[config.mk]
export PLATFORM = sky130hd
export DESIGN_NAME = primitive_fetch_dispatch_sequencer_unit_flat
export DESIGN_NICKNAME = d
export VERILOG_FILES = /design/src/pfds_pkg.sv /design/src/pfds_if.sv /design/src/pfds_core.sv /design/src/primitive_fetch_dispatch_sequencer_unit.sv /design/src/flat_wrapper.sv
export SDC_FILE = /design/constraint.sdc
export NUM_CORES = 1
export LEC_CHECK = 0
export BUFFER_PORTS_ARGS = -buffer_cell sky130_fd_sc_hd__buf_2
export CORE_MARGIN = 1
export CORE_UTILIZATION = 41
export DETAILED_ROUTE_END_ITERATION = 6
export RECOVER_POWER = 100
export REMOVE_ABC_BUFFERS = 1
export SLEW_MARGIN = 20
export SYNTH_ARGS = -nofsm -noshare
export SYNTH_HDL_FRONTEND = slang
export SYNTH_SLANG_ARGS = --single-unit
[constraint.sdc]
create_clock -name clk -period 3.25 [get_ports clk]
set_clock_uncertainty 0.2 [all_clocks]
set_input_delay 0.1625 -clock clk [delete_from_list [all_inputs] [get_ports clk]]
set_output_delay 0.1625 -clock clk [all_outputs]
set_load 0.005 [all_outputs]
[src/pfds_pkg.sv]
package pfds_pkg;

  localparam int unsigned ADDR_BITS_DEF = 16;
  localparam int unsigned TGT_W         = 16;
  localparam int unsigned OP_W          = 4;

  typedef enum logic [1:0] {
    PH_IDLE  = 2'd0,
    PH_FETCH = 2'd1,
    PH_EXEC  = 2'd2
  } phase_t;

  localparam logic [OP_W-1:0] OP_STOP   = 4'h0;
  localparam logic [OP_W-1:0] OP_JUMP   = 4'h1;
  localparam logic [OP_W-1:0] OP_MOVE_A = 4'h2;
  localparam logic [OP_W-1:0] OP_MOVE_B = 4'h3;
  localparam logic [OP_W-1:0] OP_SOMA_A = 4'h4;
  localparam logic [OP_W-1:0] OP_SOMA_B = 4'h5;
  localparam logic [OP_W-1:0] OP_DEND_A = 4'h6;
  localparam logic [OP_W-1:0] OP_DEND_B = 4'h7;

  typedef struct packed {
    logic             sync_clear;
    logic             start_req;
    logic             stop;
    logic             unit_done;
    logic [OP_W-1:0]  word_opcode;
    logic             word_relative;
    logic [TGT_W-1:0] word_target;
  } pfds_in_t;

  typedef struct packed {
    logic [1:0]       phase;
    logic             in_idle;
    logic [TGT_W-1:0] fetch_address;
    logic             dendrite_start;
    logic             soma_start;
    logic             move_start;
    logic             fetch_done;
    logic             execute_done;
    logic             bad_opcode;
  } pfds_out_t;

endpackage

[src/pfds_if.sv]
interface pfds_in_if;
  import pfds_pkg::*;
  logic     valid;
  logic     ready;
  pfds_in_t data;
  modport source (output valid, output data, input ready);
  modport sink (input valid, input data, output ready);
endinterface

interface pfds_out_if;
  import pfds_pkg::*;
  logic      valid;
  logic      ready;
  pfds_out_t data;
  modport source (output valid, output data, input ready);
  modport sink (input valid, input data, output ready);
endinterface

[src/pfds_core.sv]
module pfds_core #(
  parameter int unsigned ADDR_BITS = pfds_pkg::ADDR_BITS_DEF
) (
  input  logic                clk,
  input  logic                rst_n,
  input  logic                step,
  input  pfds_pkg::pfds_in_t  item,
  output pfds_pkg::pfds_out_t res
);
  import pfds_pkg::*;

  phase_t                phase_r, phase_nxt;
  logic [ADDR_BITS-1:0]  pc_r, pc_nxt;
  logic [OP_W-1:0]       op_r, op_nxt;
  logic                  rel_r, rel_nxt;
  logic [TGT_W-1:0]      tgt_r, tgt_nxt;
  logic                  stp_r, stp_nxt;
  logic                  den_nxt;
  logic                  soma_nxt;
  logic                  move_nxt;
  logic                  f_done, x_done, bad, finish, halt;

  always_comb begin
    phase_nxt = phase_r;
    pc_nxt    = pc_r;
    op_nxt    = op_r;
    rel_nxt   = rel_r;
    tgt_nxt   = tgt_r;
    stp_nxt   = stp_r;
    den_nxt   = 1'b0;
    soma_nxt  = 1'b0;
    move_nxt  = 1'b0;
    f_done    = 1'b0;
    x_done    = 1'b0;
    bad       = 1'b0;
    finish    = 1'b0;
    halt      = 1'b0;
    if (item.sync_clear) begin
      phase_nxt = PH_IDLE;
      pc_nxt    = '0;
      stp_nxt   = 1'b0;
    end else if (phase_r == PH_FETCH) begin
      if (item.stop) stp_nxt = 1'b1;
      op_nxt    = item.word_opcode;
      rel_nxt   = item.word_relative;
      tgt_nxt   = item.word_target;
      pc_nxt    = pc_r + ADDR_BITS'(1);
      f_done    = 1'b1;
      phase_nxt = PH_EXEC;
    end else if (phase_r == PH_EXEC) begin
      if (item.stop) stp_nxt = 1'b1;
      case (op_r)
        OP_DEND_A, OP_DEND_B: begin
          if (item.unit_done) finish = 1'b1;
          else den_nxt = 1'b1;
        end
        OP_SOMA_A, OP_SOMA_B: begin
          if (item.unit_done) finish = 1'b1;
          else soma_nxt = 1'b1;
        end
        OP_MOVE_A, OP_MOVE_B: begin
          if (item.unit_done) finish = 1'b1;
          else move_nxt = 1'b1;
        end
        OP_STOP: begin
          pc_nxt = '0;
          halt   = 1'b1;
          finish = 1'b1;
        end
        OP_JUMP: begin
          if (rel_r) pc_nxt = pc_r - ADDR_BITS'(1) + ADDR_BITS'(tgt_r);
          else pc_nxt = ADDR_BITS'(tgt_r);
          finish = 1'b1;
        end
        default: begin
          bad    = 1'b1;
          finish = 1'b1;
        end
      endcase
      if (finish) begin
        x_done = 1'b1;
        if (halt || stp_r || item.stop) begin
          phase_nxt = PH_IDLE;
          stp_nxt   = 1'b0;
        end else begin
          phase_nxt = PH_FETCH;
        end
      end
    end else begin
      stp_nxt = 1'b0;
      if (item.start_req) phase_nxt = PH_FETCH;
      else phase_nxt = PH_IDLE;
    end
  end

  always_ff @(posedge clk) begin
    if (!rst_n) begin
      phase_r <= PH_IDLE;
      pc_r    <= '0;
      op_r    <= '0;
      rel_r   <= 1'b0;
      tgt_r   <= '0;
      stp_r   <= 1'b0;
    end else if (step) begin
      phase_r <= phase_nxt;
      pc_r    <= pc_nxt;
      op_r    <= op_nxt;
      rel_r   <= rel_nxt;
      tgt_r   <= tgt_nxt;
      stp_r   <= stp_nxt;
    end
  end

  // result shows the state after this item
  assign res.phase          = phase_nxt;
  assign res.in_idle        = (phase_nxt == PH_IDLE);
  assign res.fetch_address  = TGT_W'(pc_nxt);
  assign res.dendrite_start = den_nxt;
  assign res.soma_start     = soma_nxt;
  assign res.move_start     = move_nxt;
  assign res.fetch_done     = f_done;
  assign res.execute_done   = x_done;
  assign res.bad_opcode     = bad;

endmodule

[src/primitive_fetch_dispatch_sequencer_unit.sv]
// Fetch/dispatch sequencer for a primitive core: each item is one controller
// tick carrying the control inputs and the fields of the word at the fetch
// address; each item gives exactly one result item with the phase, program
// counter, unit starts and completion pulses after that tick. An item passes
// an input register, one step of next-state logic and a result register;
// one item is accepted every cycle unless out_bus.ready holds the result
// register; the rate is set by the single state update per cycle in the
// core. The counter is ADDR_BITS wide and fetch_address shows its low 16 bits.
module primitive_fetch_dispatch_sequencer_unit #(
  parameter int unsigned ADDR_BITS = pfds_pkg::ADDR_BITS_DEF
) (
  input logic        clk,
  input logic        rst_n,
  pfds_in_if.sink    in_bus,
  pfds_out_if.source out_bus
);
  import pfds_pkg::*;

  logic      in_v_r;
  pfds_in_t  in_d_r;
  logic      out_v_r;
  pfds_out_t out_d_r;
  logic      adv;
  pfds_out_t res;

  assign adv          = in_v_r && (!out_v_r || out_bus.ready);
  assign in_bus.ready = !in_v_r || adv;

  always_ff @(posedge clk) begin
    if (!rst_n) begin
      in_v_r  <= 1'b0;
      out_v_r <= 1'b0;
    end else begin
      if (in_bus.ready) in_v_r <= in_bus.valid;
      if (adv) out_v_r <= 1'b1;
      else if (out_bus.ready) out_v_r <= 1'b0;
    end
  end

  always_ff @(posedge clk) begin
    if (in_bus.ready && in_bus.valid) in_d_r <= in_bus.data;
    if (adv) out_d_r <= res;
  end

  pfds_core #(
    .ADDR_BITS(ADDR_BITS)
  ) u_core (
    .clk  (clk),
    .rst_n(rst_n),
    .step (adv),
    .item (in_d_r),
    .res  (res)
  );

  assign out_bus.valid = out_v_r;
  assign out_bus.data  = out_d_r;

`ifndef NO_ASSERTIONS
  a_one_start: assert property (@(posedge clk) disable iff (!rst_n)
    out_v_r |-> $onehot0({out_d_r.dendrite_start, out_d_r.soma_start, out_d_r.move_start}))
    else $error("more than one unit start");

  a_bad_done: assert property (@(posedge clk) disable iff (!rst_n)
    (out_v_r && out_d_r.bad_opcode) |-> out_d_r.execute_done)
    else $error("bad opcode without completion");

  a_fetch_exec: assert property (@(posedge clk) disable iff (!rst_n)
    (out_v_r && out_d_r.fetch_done) |-> (out_d_r.phase == PH_EXEC && !out_d_r.execute_done))
    else $error("fetch did not enter execute");

  a_idle_flag: assert property (@(posedge clk) disable iff (!rst_n)
    out_v_r |-> (out_d_r.in_idle == (out_d_r.phase == PH_IDLE)))
    else $error("idle flag disagrees with phase");
`endif

endmodule

[src/flat_wrapper.sv]
// flat-port wrapper written by rule: the top's interface ports become plain ports
module primitive_fetch_dispatch_sequencer_unit_flat import pfds_pkg::*;
#(
  parameter int unsigned ADDR_BITS = pfds_pkg::ADDR_BITS_DEF
)
  (clk, rst_n, in_bus_valid, in_bus_data, in_bus_ready, out_bus_valid, out_bus_data, out_bus_ready);
  pfds_in_if in_bus_i ();
  pfds_out_if out_bus_i ();
  input logic clk;
  input logic rst_n;
  input wire logic [$bits(in_bus_i.valid)-1:0] in_bus_valid;
  input wire logic [$bits(in_bus_i.data)-1:0] in_bus_data;
  output wire logic [$bits(in_bus_i.ready)-1:0] in_bus_ready;
  output wire logic [$bits(out_bus_i.valid)-1:0] out_bus_valid;
  output wire logic [$bits(out_bus_i.data)-1:0] out_bus_data;
  input wire logic [$bits(out_bus_i.ready)-1:0] out_bus_ready;
  assign in_bus_i.valid = in_bus_valid;
  assign in_bus_i.data = in_bus_data;
  assign in_bus_ready = in_bus_i.ready;
  assign out_bus_valid = out_bus_i.valid;
  assign out_bus_data = out_bus_i.data;
  assign out_bus_i.ready = out_bus_ready;
  primitive_fetch_dispatch_sequencer_unit #(.ADDR_BITS(ADDR_BITS)) u_core (.clk(clk), .rst_n(rst_n), .in_bus(in_bus_i), .out_bus(out_bus_i));
endmodule
== Word level (Yosys, flattened, before mapping) ==
Cells that the tools add are included.
Cells by class
  add/sub/neg operators: 3
  multipliers: 0
  div/mod/pow operators: 0
  $lt $le $gt $ge: 0
  eq/ne operators: 9
  shifts and indexed selects: 0
  mux-type cells: 32
  bitwise gates (word level): 5
  reduce and logical (&&, ||, !) cells: 21
Operators by type and width (number)
  $mux 16: 4
  $pmux 16 s2: 1
  $mux 1: 23
  $add 16x1->16 const B: 1
  $add 16x16->16: 1
  $eq 4x3->1 const B: 4
  $sub 16x1->16 const B: 1
  $reduce_or 4->1: 3
  $eq 4x2->1 const B: 2
  $mux 2: 4
  $reduce_or 8->1: 1
  $reduce_or 2->1: 3
  $reduce_or 6->1: 1
  $not 1->1: 5
  $eq 4x1->1 const B: 1
  $logic_not 4->1: 1
  $logic_or 1x1->1: 4
  $reduce_and 3->1: 1
  $reduce_or 3->1: 1
  $eq 2x1->1 const B: 1
  $eq 2x2->1 const B: 1
  $logic_and 1x1->1: 2
  $logic_not 1->1: 2
  $logic_not 2->1: 1
  $reduce_bool 2->1: 1
Storage, ports and cells
  flip-flop bits (word level): 92
  latch bits: 0
  bits in writable memories: 0
  ROM bits: 0
  output and inout port bits: 27
  word-level logic and storage cells: 94
  memories kept: 0

== Longest topological paths before layout ==
Gate-level depths: netlist (run 1).
  depth in word-level cells: 13
  mapped depth: 13
  mapped depth without buffers: 13

== Hierarchy ==
Synthesis (run 1) repeated with hierarchy kept, for this count alone.
Second synthesis, totals
  cell total of the unflattened synthesis: 571
  area, all modules: 5261.3 sq um
Modules (own cells, without submodules)
  pfds_core: instances 1, cells each 512, area each 3656.0 sq um, seq. area each 800.8 sq um
  primitive_fetch_dispatch_sequencer_unit: instances 1, cells each 59, area each 1605.3 sq um, seq. area each 1541.5 sq um

== Worst setup path before layout (run 1) ==
OpenSTA, ideal clock, no wires.
  path kind: reg-to-reg
  start point: register u_core.u_core.pc_r[1]
  end point: register u_core.out_d_r (netlist bit u_core.out_bus.data[19]), data pin
  data arrival time: 2272 ps
  data required time: 2781 ps
  path slack: 509 ps
  stages on the path, launching flop included: 14
  path buffers: 0
  clock period less this slack: 2741 ps
  cell sequence: dfxtp_1 > inv_1 > ha_1 > inv_1 > ha_1 > inv_1 > fa_1 > nor2b_1 > o211ai_1 > nand3b_1 > a21oi_4 > and4_1 > nor3_1 > nor3_1
RTL lines
  from (decl): line pfds_core.sv:13  | logic [ADDR_BITS-1:0] pc_r, pc_nxt;
  from (signal assigned): line pfds_core.sv:106  | pc_r <= pc_nxt;
  to (signal assigned): line primitive_fetch_dispatch_sequencer_unit.sv:42  | if (adv) out_d_r <= res;
  to (decl): line primitive_fetch_dispatch_sequencer_unit.sv:22  | pfds_out_t out_d_r;

==> results.tsv, run 1 <==
stage	metric	value	unit
worst_hold_path	number of cells on the worst hold path	3	
clocking	root buffer cell	clkbuf_16	
logic_synthesis	Post-synth EDFFs	50	
grt	largest net degree at the start of global routing	37	
sta	minimum clock period	3070	ps
routing	drt drc	0	
logic_synthesis	number of synthesized register bits	92	
worst_hold_path	HP Start	rst_n	
logic_synthesis	leading area contributor after synthesis	edfxtp_1	
routing	via count	4241	
logic_synthesis	synth cell count leaders	nand2_1 (82), inv_1 (66), edfxtp_1 (50)	
sta	Final period util	94.6	%
setup_path	r2r startpoint	u_core.u_core.pc_r[5]	
sta	Slew HR	7.64	%
die	die area	13000	sq um
logic_synthesis	post-synthesis sequential area ratio	45.4	%
final_layout	share of cells above drive strength 1	13.9	%
sta	setup TNS	0	ps
die	I/O pin cnt	56	
clocking	Clock Pin Slew Worst Setup and Hold Paths	70	ps
grt	first-pass GRT wire length	19.9	mm
routing	vias per cell	5.17	
sta	Setup WS post-layout	176	ps
setup_path	Bufs and invs on worst path	2	
sta	Fin. Hold Viols	0	
routing	Post-DRT Antenna Nets	0	
sta	fmax	325	MHz
placed_design	hpwl dp	8.88	mm
placed_design	Placement Setup Slack	162	ps
setup_path	Crit-path slowest cell	dfxtp_1	
routing	drt first-iter violations	218	
final_layout	final core utilization	50.5	%
placed_design	number of I/O port buffers	55	
grt	all-layer global routing usage	20.0	%
final_layout	diodes inserted	0	
routing	final wirelength	12.3	mm
pwr	Leak Pwr	2.33	nW
setup_path	Top delay family on crit path	compound AO/OA/AOI/OAI gates	
die	die height	114	microns
setup_path	Crit Reg-Reg Endpoint	u_core.out_bus.data[20]	
clocking	Longest Clk Path Bufs	2	
setup_path	Critical Setup Path Class	flip-flop to flip-flop	
worst_hold_path	min-delay worst type	input pin to flip-flop	
final_layout	Nets	708	
sta	final-report max-slew violation count	0	
clocking	CTS tree	done	
setup_path	crit-path cells	inv_1 -> ha_1 -> inv_1 -> ha_1 -> a21oi_1 -> nand2_1 -> o21ai_2 -> o21ai_1 -> a211oi_1 -> mux2i_1 -> nor2_1	
setup_path	Worst Path Required	3140	ps
logic_synthesis	Yosys Warn Count	0	
pwr	PwrDens	394	nW/um^2
logic_synthesis	Post-Synthesis Cells	566	
logic_synthesis	count of different cell masters after synthesis	62	
die	Core ar.	12100	sq um
clocking	later-pin clock latency in the skew report	350	ps
clocking	Clock H-tree levels	3	
worst_hold_path	Hold Path End	u_core.u_core.pc_r[14]	
die	Cell Rows	40	
routing	Pre-antenna DRT Iters	6	
job	max_cap viols	0	
logic_synthesis	count leader, synth	nand2_1	
logic_synthesis	Primary FF master, synth	edfxtp_1	
setup_path	Worst setup SP type	flip-flop	
placed_design	Routability Congestion	0.923	
clocking	clk sink count	92	
sta	RSZ-0062 raised after global routing	false	
logic_synthesis	Yosys top cell area share	29.1	%
sta	final setup violating endpoints	0	
routing	drt wl/cell	14.9	microns
die	Starting Density	42.6	%
run_status	status	complete, no violations	
sta	Worst-Margin Slew	1390	ps
clocking	CTS buffer count	9	
setup_path	crit-path max cell delay	440	ps
clocking	post-CTS setup buffer count	0	
grt	grt ovf	0	
setup_path	crit path capture type	flip-flop	
setup_path	crit-path max FO	7	
setup_path	internal reg-to-reg setup slack	180	ps
die	chip width	114	microns
setup_path	crit path DAT	2970	ps
logic_synthesis	syn_area_per_cell	9.11	sq um
logic_synthesis	FFs w/ async S/R, synth	0	%
grt	vias in the first global route	3919	
setup_path	reg2reg path depth	11	
pwr	maximum vdd drop	216	uV
grt	initial antenna violation count	0	
logic_synthesis	Mapped Area	5160	sq um
logic_synthesis	top cells by area, synth	edfxtp_1 (29%), dfxtp_1 (16%), ha_1 (7.3%), nand2_1 (6.0%), inv_1 (4.8%)	
final_layout	Layout area overhead	18.6	%
-- worst reg2reg max path: stages (launching register included) --
cell and delay, ps:
dfxtp_1 440, inv_1 70, ha_1 270, inv_1 40, ha_1 360, a21oi_1 270, nand2_1 130, o21ai_2 230
o21ai_1 120, a211oi_1 320, mux2i_1 290, nor2_1 60
-- final cells by class --
cell class	count	area, sq um
Inverter	66	248
Fill cell	1197	6000
Sequential cell	92	2340
Timing Repair Buffer	97	633
Clock inverter	7	41.3
Tap cell	168	210
Clock buffer	9	225
Multi-Input combinational cell	382	2410
-- how the worst max path moves through the flow --
stage	from	endpoint	slack, ps	depth (start not counted)
5_1_grt	u_core.u_core.pc_r[1]	u_core.out_bus.data[19]	30	13
4_1_cts	u_core.u_core.pc_r[5]	u_core.out_bus.data[20]	130	11
2_1_floorplan	u_core.u_core.pc_r[1]	u_core.out_bus.data[19]	500	13
3_5_place_dp	u_core.u_core.pc_r[1]	u_core.out_bus.data[19]	160	13
3_3_place_gp	u_core.u_core.pc_r[5]	u_core.out_bus.data[20]	250	11
6_report	u_core.u_core.pc_r[5]	u_core.out_bus.data[20]	180	11
-- cells in the final DEF (no fill, tap or decap), types with 4 or more instances in the layout --
| cell | n |
|---|---|
| o21a_1 | 4 |
| dlygate4sd3_1 | 28 |
| nor3_1 | 13 |
| nor2b_1 | 5 |
| inv_1 | 66 |
| edfxtp_1 | 50 |
| a21boi_0 | 26 |
| o21ai_0 | 21 |
| clkbuf_16 | 9 |
| buf_2 | 47 |
| ha_1 | 30 |
| nand2_1 | 82 |
| clkinv_2 | 4 |
| a211oi_1 | 7 |
| o211ai_1 | 7 |
| nor4_1 | 6 |
| and3_1 | 8 |
| a21oi_1 | 20 |
| nand3_1 | 28 |
| xnor2_1 | 12 |
| nor2_1 | 39 |
| a31oi_1 | 5 |
| clkbuf_1 | 12 |
| a31o_2 | 4 |
| o31ai_1 | 7 |
| buf_4 | 9 |
| dfxtp_1 | 42 |
-- per-layer routing --
| layer | vias up | wire (microns) | global-route usage (%) |
|---|---|---|---|
| li1 | 2131 | - | - |
| met1 | 1951 | 5860 | 27.5 |
| met2 | 140 | 5430 | 30.7 |
| met3 | 19 | 689 | 3.49 |
| met4 | 0 | 278 | 9.44 |
| met5 | - | 0 | 0 |
-- power breakdown --
group / switching [mW] / internal [mW] / total, mW / leakage [nW]
registers: 0.0153 / 1.26 / 1.28 / 0.822
clock network: 0.438 / 0.513 / 0.952 / 0.137
logic: 0.101 / 0.0794 / 0.180 / 1.37
-- stage by stage --
stage	instance area (sq um)	power, mW	instances	hold WS [ps]
2_1_floorplan	4990	1.38	540	61.4
3_3_place_gp	5580	1.46	777	140
3_5_place_dp	5580	1.46	777	141
4_1_cts	6130	2.44	821	15.9
5_1_grt	6110	2.50	821	43.2
6_report	6110	2.41	821	45.1
-- cell families (layout without fill, tap and decap cells) --
family / count (synthesis) / after routing / synth area share (%)
AOI/OAI and AO/OA: 120 / 120 / 15.7
buffers and inverters: 92 / 179 / 8.06
xor gates and xnor gates: 16 / 16 / 2.86
adders and majority gates: 31 / 31 / 7.67
DFF: 92 / 92 / 45.4
muxes: 3 / 3 / 0.582
and+or+nand+nor: 212 / 212 / 19.8
-- what timing repair did --
action	4_1_cts	5_1_grt
hold buffers	28	0
setup endpoints to repair	0	3
hold endpoints to repair	27	0
resized for setup	0	4
-- registers in the layout, indices dropped and copies added, names as in the netlist --
signal	count
u_core.u_core.op_r	4
u_core.in_d_r	25
u_core.u_core.tgt_r	16
u_core.out_bus.data	25
u_core.u_core.stp_r	1
u_core.out_bus.valid	1
u_core.in_v_r	1
u_core.u_core.phase_r	2
u_core.u_core.rel_r	1
u_core.u_core.pc_r	16
No activity file was read; power rests on OpenSTA's default activity.
==> run 2: changes to the inputs <==
--- a/config.mk
+++ b/config.mk
@@ -7,9 +7,9 @@
 export LEC_CHECK = 0
 export BUFFER_PORTS_ARGS = -buffer_cell sky130_fd_sc_hd__buf_2
 export CORE_MARGIN = 1
-export CORE_UTILIZATION = 41
+export CORE_UTILIZATION = 55
 export DETAILED_ROUTE_END_ITERATION = 6
-export RECOVER_POWER = 100
+export PLACE_DENSITY = 0.75
 export REMOVE_ABC_BUFFERS = 1
 export SLEW_MARGIN = 20
 export SYNTH_ARGS = -nofsm -noshare
==> constraint.sdc (replaced) <==
create_clock -name clk -period 3.1 [get_ports clk]
set_clock_uncertainty 0.2 [all_clocks]
set_input_delay 0.155 -clock clk [delete_from_list [all_inputs] [get_ports clk]]
set_output_delay 0.155 -clock clk [all_outputs]
set_load 0.005 [all_outputs]
==> run 2 against run 1 <==
  * Maximum frequency up 4.5%
  * Via count up 2.3%
  * Sequential share of layout area increased by 0.088 points
  * Wire length shrank 2.2%
  * Utilization is 18 points higher
  * Flip-flop and latch count stayed put
  * Clock power shrank 3.5%
  * Non-clock buffer count increased by 8
  * First-iteration DRC count up 65%
  * Largest power group unchanged
  * Highest routed layer unchanged
==> results.tsv, run 2 (same netlist as run 1, synthesis figures left out) <==
stage	metric	value	unit
final_layout	commonest non-fill, non-tap cell in the layout	nand2_1	
die	Cell Rows	34	
final_layout	share of cells above drive strength 1	17.7	%
placed_design	hpwl dp	8.44	mm
routing	Post-DRT Antenna Nets	0	
die	Core ar.	8890	sq um
grt	initial antenna violation count	0	
worst_hold_path	min-delay worst type	input pin to flip-flop	
final_layout	final core utilization	68.7	%
clocking	later-pin clock latency in the skew report	360	ps
clocking	Clock H-tree levels	3	
routing	via count	4338	
clocking	post-CTS setup buffer count	0	
setup_path	Worst Path Required	3010	ps
job	max_cap viols	0	
clocking	Longest Clk Path Bufs	2	
setup_path	internal reg-to-reg setup slack	160	ps
clocking	CTS tree	done	
die	chip width	98.8	microns
placed_design	Area after DPL	5570	sq um
clocking	CTS buffer count	9	
sta	final setup violating endpoints	0	
die	Starting Density	58.0	%
pwr	Power Internal	1.90	mW
setup_path	crit-path cells	inv_1 -> ha_1 -> inv_1 -> ha_1 -> o21ai_0 -> nor2_1 -> o31ai_1 -> o211ai_1 -> xor2_1 -> nor3b_1 -> nor3_1	
pwr	PwrDens	401	nW/um^2
grt	grt ovf	0	
routing	vias per cell	5.64	
sta	Final period util	94.9	%
setup_path	Crit-path slowest cell	dfxtp_1	
routing	final wirelength	12.0	mm
setup_path	Top delay family on crit path	adder cells	
routing	drt drc	0	
die	die height	98.8	microns
die	die area	9770	sq um
sta	Slew HR	41.9	%
routing	drt wl/cell	15.6	microns
die	I/O pin cnt	56	
clocking	Clock Pin Slew Worst Setup and Hold Paths	90	ps
pwr	Leak Pwr	2.40	nW
setup_path	crit path DAT	2850	ps
pwr	maximum vdd drop	318	uV
final_layout	final non-filler cell area	6110	sq um
pwr	Power, Total	2.45	mW
pwr	Comb pwr share	7.8	%
setup_path	Critical Setup Path Class	flip-flop to flip-flop	
final_layout	diodes inserted	0	
final_layout	fin cells	769	
sta	fmax	340	MHz
setup_path	crit path capture type	flip-flop	
final_layout	most frequent cells in the layout	nand2_1 (82), inv_1 (66), buf_2 (55)	
pwr	Net Sw Frac	22.7	%
placed_design	Routability Congestion	0.935	
worst_hold_path	number of cells on the worst hold path	2	
routing	drt first-iter violations	360	
grt	vias in the first global route	4124	
setup_path	Worst setup SP type	flip-flop	
setup_path	reg2reg path depth	11	
grt	largest net degree at the start of global routing	27	
pwr	switching power of the nets	0.556	mW
clocking	clk sink count	92	
clocking	root buffer cell	clkbuf_8	
setup_path	Levels on crit path	11	
placed_design	number of I/O port buffers	55	
grt	all-layer global routing usage	25.7	%
routing	Pre-antenna DRT Iters	5	
final_layout	Layout area overhead	18.4	%
setup_path	crit-path max FO	5	
setup_path	crit-path max cell delay	400	ps
grt	first-pass GRT wire length	19.6	mm
setup_path	Bufs and invs on worst path	2	
pwr	register share of total power	54.7	%
sta	Worst-Margin Slew	872	ps
sta	Fin. Hold Viols	0	
final_layout	Nets	716	
sta	final-report max-slew violation count	0	
pwr	Clk network pwr share	37.5	%
sta	setup TNS	0	ps
placed_design	placed insts	725	
run_status	status	complete, no violations	
sta	minimum clock period	2940	ps
==> run 2: changes by cell type in the layout (fill, tap and decap cells not counted), sizes merged <==
| cell | before | now |
|---|---|---|
| buf | 56 | 77 |
| clkbuf | 22 | 10 |
| clkinv | 6 | 1 |
| bufinv | 0 | 2 |
| clkinvlp | 0 | 1 |
| inv | 67 | 68 |
==> run 2: layout make-up <==
| class | instances | area, sq um |
|---|---|---|
| Clock buffer | 10 | 138 |
| Clock inverter | 6 | 93.8 |
| Fill cell | 686 | 2780 |
| Inverter | 66 | 248 |
| Multi-Input combinational cell | 382 | 2430 |
| Sequential cell | 92 | 2340 |
| Tap cell | 108 | 135 |
| Timing Repair Buffer | 105 | 721 |
==> run 2: through the flow <==
stage	hold WS [ps]	setup slack, ps
CTS	77.5	66.2
global route	108	-20.2
detailed placement	133	80.8
global placement	131	176
finish	85.0	158
floorplan	53.9	346
==> run 2: per-layer routing <==
| metal | global-route usage (%) | part of all wire (%) | vias to the layer above |
|---|---|---|---|
| met5 | 0 | 0 | - |
| met4 | 8.96 | 1.4 | 0 |
| met3 | 3.90 | 5.7 | 18 |
| met2 | 41.4 | 46 | 170 |
| met1 | 35.2 | 47 | 2001 |
| li1 | - | - | 2149 |
==> run 2: worst register-to-register path, delay by kind of cell, from the launching register on <==
kind                       cells  cell delay [ps]
and+or+nand+nor                3              540
DFF                            1              400
adders and majority gates      2              670
buffers and inverters          2              180
AOI/OAI and AO/OA              3              530
xor gates and xnor gates       1              170
==> run 2: worst paths after layout <==
path	startpoint	to
worst min register to register	u_core.u_core.tgt_r[3]	u_core.u_core.tgt_r[3]
worst min-delay path	rst_n	u_core.u_core.op_r[2]
worst max-delay path	u_core.u_core.pc_r[9]	u_core.out_bus.data[18]
worst max register to register	u_core.u_core.pc_r[9]	u_core.out_bus.data[18]
==> run 2: power groups by stage <==
stage                     sequential, mW  combinational [mW]  clock [mW]
after global placement              1.37               0.159           0
after floorplan                     1.37              0.0830           0
after CTS                           1.34               0.188       0.935
after global routing                1.34               0.209       0.978
after detailed placement            1.37               0.160           0
final                               1.34               0.192       0.919
==> run 2: what timing repair did <==
item | 4_1_cts | 5_1_grt
hold buffers | 28 | 0
hold endpoints to repair | 27 | 0
resized for setup | 0 | 7
endpoints found under the setup margin | 0 | 8
==> run 3: changes to the inputs <==
--- a/config.mk
+++ b/config.mk
@@ -6,10 +6,12 @@
 export NUM_CORES = 1
 export LEC_CHECK = 0
 export BUFFER_PORTS_ARGS = -buffer_cell sky130_fd_sc_hd__buf_2
+export CELL_PAD_IN_SITES_DETAIL_PLACEMENT = 1
+export CELL_PAD_IN_SITES_GLOBAL_PLACEMENT = 2
 export CORE_MARGIN = 1
-export CORE_UTILIZATION = 55
+export CORE_UTILIZATION = 37
 export DETAILED_ROUTE_END_ITERATION = 6
-export PLACE_DENSITY = 0.75
+export PLACE_DENSITY_LB_ADDON = 0.1
 export REMOVE_ABC_BUFFERS = 1
 export SLEW_MARGIN = 20
 export SYNTH_ARGS = -nofsm -noshare
==> run 3 against run 2 <==
  * Wire length grew 30%
  * Sequential power is essentially flat
  * Clock power grew 31%
  * Global-route usage shrank 2.8 points
  * Sequential share of layout area shrank 1.6 points
==> results.tsv, run 3 (same netlist as run 1, synthesis figures left out) <==
stage	metric	value	unit
sta	Slew HR	57.7	%
clocking	CTS tree	done	
placed_design	Routability Congestion	0.853	
grt	largest net degree at the start of global routing	27	
clocking	clk sink count	92	
clocking	Clock Pin Slew Worst Setup and Hold Paths	70	ps
setup_path	crit path DAT	2770	ps
die	Core ar.	13400	sq um
sta	RSZ-0062 raised after global routing	false	
setup_path	crit-path max FO	3	
routing	Pre-antenna DRT Iters	4	
pwr	PwrDens	431	nW/um^2
setup_path	Worst setup SP type	flip-flop	
die	Starting Density	38.5	%
setup_path	crit path capture type	flip-flop	
clocking	later-pin clock latency in the skew report	350	ps
routing	vias per cell	5.29	
grt	initial antenna violation count	0	
final_layout	Layout area overhead	23.5	%
setup_path	Worst Path Required	3000	ps
sta	fmax	349	MHz
setup_path	Critical Setup Path Class	flip-flop to flip-flop	
die	die height	120	microns
routing	drt first-iter violations	322	
sta	setup TNS	0	ps
die	chip width	120	microns
routing	final wirelength	15.6	mm
clocking	post-CTS setup buffer count	0	
pwr	Leak Pwr	2.49	nW
final_layout	commonest non-fill, non-tap cell in the layout	nand2_1	
clocking	CTS buffer count	9	
final_layout	diodes inserted	0	
worst_hold_path	min-delay worst type	input pin to flip-flop	
clocking	Clock H-tree levels	3	
die	I/O pin cnt	56	
placed_design	hpwl dp	11.2	mm
die	Cell Rows	42	
routing	drt drc	0	
clocking	root buffer cell	clkbuf_16	
grt	all-layer global routing usage	22.9	%
placed_design	number of I/O port buffers	55	
clocking	Longest Clk Path Bufs	2	
routing	via count	4480	
pwr	maximum vdd drop	419	uV
sta	final-report max-slew violation count	0	
sta	Fin. Hold Viols	0	
grt	grt ovf	0	
final_layout	fin cells	847	
placed_design	Placement Setup Slack	148	ps
sta	Final period util	92.5	%
sta	final setup violating endpoints	0	
sta	minimum clock period	2870	ps
grt	vias in the first global route	4589	
grt	first-pass GRT wire length	24.8	mm
sta	Setup WS post-layout	232	ps
placed_design	placed insts	803	
pwr	Power, Total	2.74	mW
final_layout	most frequent cells in the layout	nand2_1 (82), inv_1 (66), buf_2 (55)	
routing	Post-DRT Antenna Nets	0	
job	max_cap viols	0	
die	die area	14400	sq um
routing	drt wl/cell	18.4	microns
final_layout	Nets	726	
run_status	status	complete, no violations	
sta	Worst-Margin Slew	635	ps
final_layout	share of cells above drive strength 1	19.2	%
final_layout	final core utilization	47.5	%
run 3: path summary, 6_finish.rpt:
| path | start | endpoint | slack (ps) | cells after the start |
|---|---|---|---|---|
| worst max-delay path | u_core.u_core.pc_r[7] | u_core.out_bus.data[18] | 230 | 11 |
| worst min-delay path | rst_n | u_core.out_bus.valid | 80 | 2 |
| worst max register to register | u_core.u_core.pc_r[7] | u_core.out_bus.data[18] | 230 | 11 |
| worst min register to register | u_core.u_core.tgt_r[6] | u_core.u_core.tgt_r[6] | 260 | 2 |
run 3: layer usage:
layer,vias to the layer above,part of all wire [%],global-route usage (%)
met1,2177,47,31.0
met2,109,47,37.0
met4,0,1.7,8.13
li1,2175,-,-
met5,-,0,0
met3,19,3.7,3.33
run 3: through the flow:
step                cell area [sq um]  hold WS (ps)
finish                           6370          82.3
detailed placement               5730           134
global route                     6370          88.2
floorplan                        4990          53.9
CTS                              6320          72.6
global placement                 5730           131
run 3: layout make-up:
type / instances / area (sq um)
clock buffers: 10 / 239
clock inverters: 6 / 75.1
fillers: 1571 / 7030
inverters: 66 / 248
multi-input cells: 382 / 2450
flip-flops and latches: 92 / 2340
well taps: 176 / 220
repair buffers: 115 / 796
run 3: report_power, final:
group / total (mW) / switching, mW / internal [mW]
sequential: 1.34 / 0.0174 / 1.32
combinational: 0.207 / 0.117 / 0.0903
clock: 1.20 / 0.534 / 0.663
run 3: repair_timing:
| item | 4_1_cts | 5_1_grt |
|---|---|---|
| endpoints found under the setup margin | 0 | 8 |
| hold endpoints to repair | 27 | 0 |
| hold buffers | 28 | 0 |
| resized for setup | 0 | 10 |
run 3: critical path, cell delays in order (launching register included):
cell	delay, ps
dfxtp_1	400
inv_1	90
ha_1	280
inv_1	40
ha_1	310
a211oi_1	230
nor2_1	100
o31ai_1	220
o211ai_1	150
xor2_1	190
nor3b_1	340
nor3_1	80
